**src/fwmaf_div.sv**
```systemverilog
// fwmaf_div: radix-2 restoring divider, 32-bit dividend by 16-bit divisor
// depends on nothing; one quotient bit per cycle
module fwmaf_div (
  input  logic        clk,
  input  logic        rst,
  input  logic        start,
  input  logic [31:0] dividend,
  input  logic [15:0] divisor,
  output logic        done,
  output logic [31:0] quotient
);
  logic [5:0]  cnt;
  logic        busy;
  logic [16:0] rem;
  logic [31:0] q;
  logic [15:0] dv;
  logic [16:0] shifted;
  logic [17:0] diff;

  assign shifted = {rem[15:0], q[31]};
  assign diff = {1'b0, shifted} - {2'b0, dv};
  assign quotient = q;

  always_ff @(posedge clk) begin
    if (rst) begin
      busy <= 1'b0;
      done <= 1'b0;
      cnt <= '0;
    end else begin
      done <= 1'b0;
      if (start) begin
        busy <= 1'b1;
        cnt <= 6'd32;
      end else if (busy) begin
        cnt <= cnt - 6'd1;
        if (cnt == 6'd1) begin
          busy <= 1'b0;
          done <= 1'b1;
        end
      end
    end
  end

  always_ff @(posedge clk) begin
    if (start) begin
      rem <= '0;
      q <= dividend;
      dv <= divisor;
    end else if (busy) begin
      if (!diff[17]) begin
        rem <= diff[16:0];
      end else begin
        rem <= shifted;
      end
      q <= {q[30:0], ~diff[17]};
    end
  end
endmodule
```
**config.mk**
```make
export PLATFORM = sky130hd
export DESIGN_NAME = fwmaf_div
export DESIGN_NICKNAME = d
export VERILOG_FILES = /design/src/fwmaf_div.sv
export SDC_FILE = /design/constraint.sdc
export NUM_CORES = 1
export LEC_CHECK = 0
export ABC_AREA = 1
export ABC_CLOCK_PERIOD_IN_PS = 2600
export BUFFER_PORTS_ARGS = -buffer_cell sky130_fd_sc_hd__buf_2
export CAP_MARGIN = 40
export CORE_MARGIN = 3
export CORE_UTILIZATION = 45
export CTS_CLUSTER_SIZE = 8
export DETAILED_ROUTE_END_ITERATION = 16
export PLACE_DENSITY = 0.68
export REMOVE_ABC_BUFFERS = 1
export SYNTH_ARGS = -nofsm -noshare
export SYNTH_HDL_FRONTEND = slang
export SYNTH_SLANG_ARGS = --single-unit
```
**constraint.sdc**
```tcl
create_clock -name clk -period 2.6 [get_ports clk]
set_clock_uncertainty 0.05 [all_clocks]
set_input_delay 0.78 -clock clk [delete_from_list [all_inputs] [get_ports clk]]
set_output_delay 0.78 -clock clk [all_outputs]
set_load 0.01 [all_outputs]
```
==> results.ini <==
[timing]
timing.final.ws_setup_ns = 0.4479
finalCriticalPeriod_ns = 2.152
worst_slew_pin_slew_ns = 0.4523
fin_tns_setup_ns = 0
max_freq_ghz = 0.4647
finalCritPeriodShare_pct = 82.78
setup_viol_count_final = 0
slew_violations = 0
rsz0062_at_grt = false
finalHoldViolCount = 0
maxSlewHeadroom_pct = 69.85

[cts]
cts_resized = 0
insertion_delay_ns = 0.35
postCtsSetupBuffers = 0
tritoncts = built
clockBufferDepth = 2
htreeDepth = 3
root_buffer = clkbuf_8
cts.sink_count = 72
clkTransAtPathRegs_ns = 0.08
cts_made_buffers = 9
ctsHoldBuffers = 0

[grt]
antenna_found_initial = 0
overflow = 0
grt_pass1_wl_mm = 15.41
grt_pass1_vias = 3394
grt_max_degree = 43
grt_usage_pct = 18.82

[critical_path]
cp_num_buf_inv = 2
cpMaxStageDelayCell = fa_1
cp.arrival_ns = 2.36
critPathMaxStageDelay_ns = 0.44
crit_top_cell = nand2_1
rr_worst_depth = 14
crit_cells = 14
crit_path_end_kind = flop
crit_chain = inv_1 -> ha_1 -> inv_1 -> fa_1 -> nand3_1 -> nand3_1 -> nand2_1 -> nand2_1 -> nand2_1 -> nand2_1 -> nand2_1 -> nand3_2 -> nand2_1 -> nand2_1
path_max_fanout = 4
critical_path.top_delay_family = simple AND/OR/NAND/NOR gates
crit_required_ns = 2.81
reg2reg_slack_ns = 0.45
cp-start-kind = flop
worst-setup-path-type = flop to flop

[placement]
port_buffers = 83
pre_cts_ws_ns = 0.4700
hpwl_mm = 6.701
gp_congestion = 0.8949
place_inst = 694
postPlaceCellArea_um2 = 4666

[die]
die_area_um2 = 10340
io_pins = 84
die_x_um = 101.7
start_util_pct = 46.80
rows = 34
die_y_um = 101.7
fp.coreArea_um2 = 8806

[drt]
drc = 0
ant_nets = 0
via_count = 3499
routed_via_density = 4.928
wl_per_cell_um = 12.61
drt_iter0_drc = 206
first_pass_iters = 5
drt_wl_total_mm = 8.950

[status]
status = finished, final reports clean

[power_and_ir_drop]
ir_drop_mv = 0.2863
p_per_area_nw_per_um2 = 535.4
p_leak_nw = 2.472

[job]
cap_violations = 0

[hold_path]
hold_path.class = flop to flop
whs_path_depth = 2

[synthesis]
synth-warning-count = 0
syn_avg_cell_area_um2 = 8.097
synth.distinct_cells = 37
synthFlopType = edfxtp_1
async_flop_share_pct = 0
ys_seq_area_share_pct = 46.63
synthCells = 509
netlist_area_um2 = 4121
synth_edf_count = 48
ys_seq_elements = 72

[layout]
antenna_cells = 0
area_delta_synth_final_pct = 17.79
layout.nets = 667
drive_gt1_share_pct = 22.76
finish.instance_area_um2 = 4855
instances_no_fill = 710

Yosys cell counts, types with 3 or more instances:
library cell | instances | area, um^2
nand3_2 | 14 | 140.1
o21ai_0 | 9 | 45.04
clkbuf_1 | 8 | 30.03
nor3_1 | 4 | 20.02
nand3_1 | 35 | 175.2
ha_1 | 18 | 225.2
inv_2 | 3 | 11.26
nand2_1 | 198 | 743.2
nand2_2 | 6 | 37.54
edfxtp_1 | 48 | 1441
inv_1 | 68 | 255.2
nor2_1 | 18 | 67.56
nor3b_1 | 3 | 22.52
nand4_1 | 5 | 31.28
dfxtp_1 | 24 | 480.5
xnor2_1 | 6 | 52.55
nand3b_1 | 5 | 37.54
a21oi_1 | 12 | 60.06
layout by cell type (no fill, tap or decap), types with 2 or more instances in the layout:
| master | instances |
|---|---|
| xnor2_1 | 6 |
| buf_12 | 2 |
| buf_2 | 83 |
| inv_2 | 3 |
| nor2_1 | 18 |
| inv_1 | 68 |
| nor3b_1 | 3 |
| and2_1 | 2 |
| nand3_2 | 14 |
| nor3_1 | 4 |
| a211oi_1 | 2 |
| ha_1 | 18 |
| o21ai_0 | 9 |
| or2_2 | 2 |
| buf_4 | 4 |
| nand3_1 | 35 |
| clkinvlp_4 | 2 |
| nor2_2 | 2 |
| nand2_4 | 2 |
| clkbuf_1 | 2 |
| nand4_1 | 5 |
| dfxtp_1 | 24 |
| edfxtp_1 | 48 |
| a21oi_1 | 12 |
| nand3b_1 | 5 |
| clkbuf_8 | 9 |
| clkinv_1 | 2 |
| nand2_1 | 198 |
| nand2_2 | 6 |
flip-flops by register name, summed over array words and instances (netlist names):
signal    flops
rem          16
done          1
cnt           6
busy          1
dv           16
quotient     32
power by group:
group,internal [mW],switching (mW)
logic,0.148,0.232
registers,1.32,0.0410
clock network,0.442,0.417
total,1.91,0.690
worst reg2reg max path: stages, from the launching register on:
cell and delay, ns:
edfxtp_1 0.38, inv_1 0.09, ha_1 0.15, inv_1 0.09
fa_1 0.44, nand3_1 0.11, nand3_1 0.16, nand2_1 0.10
nand2_1 0.09, nand2_1 0.10, nand2_1 0.06, nand2_1 0.07
nand3_2 0.05, nand2_1 0.07, nand2_1 0.04
cell type report:
| cell class | count | area (um^2) |
|---|---|---|
| clock buffer | 11 | 131.4 |
| clock inverter | 5 | 57.56 |
| fill | 837 | 3951 |
| inverter | 72 | 270.3 |
| multi-input combinational | 353 | 1853 |
| sequential | 72 | 1922 |
| tap | 108 | 135.1 |
| timing repair buffer | 89 | 485.5 |
per-stage QoR:
stage	total power, mW	utilization (%)	hold WS [ns]
after floorplan	1.602	-	0.3935
after global placement	1.757	52.98	0.4075
after detailed placement	1.767	52.98	0.4089
after CTS	2.632	55.13	0.4211
after global routing	2.735	55.13	0.4486
final	2.599	55.13	0.4185
worst paths after layout:
check                         start                   end
max reg2reg  quotient[31]$_DFFE_PP_  rem[14]$_SDFFE_PP0P_
min reg2reg    rem[10]$_SDFFE_PP0P_  rem[10]$_SDFFE_PP0P_
min            rem[10]$_SDFFE_PP0P_  rem[10]$_SDFFE_PP0P_
max          quotient[31]$_DFFE_PP_  rem[14]$_SDFFE_PP0P_
cells by family (layout without fill, tap and decap cells):
kind of cell	count (synthesis)	count (layout)	share of synthesized area, %
and+or+nand+nor	301	301	33.85
buffers and inverters	84	177	8.409
xor gates and xnor gates	7	7	1.488
DFF	72	72	46.63
AOI/OAI and AO/OA	26	26	3.673
adders and majority gates	19	19	5.950
per-layer routing:
metal	vias to the layer above	part of all wire, %	global-route usage (%)
met2	98	47	31.39
met5	-	0	0
met3	20	6.6	5.992
met1	1583	45	23.14
met4	0	1.7	6.135
li1	1798	-	-
Note: power is estimated with default switching activity, not from simulation.
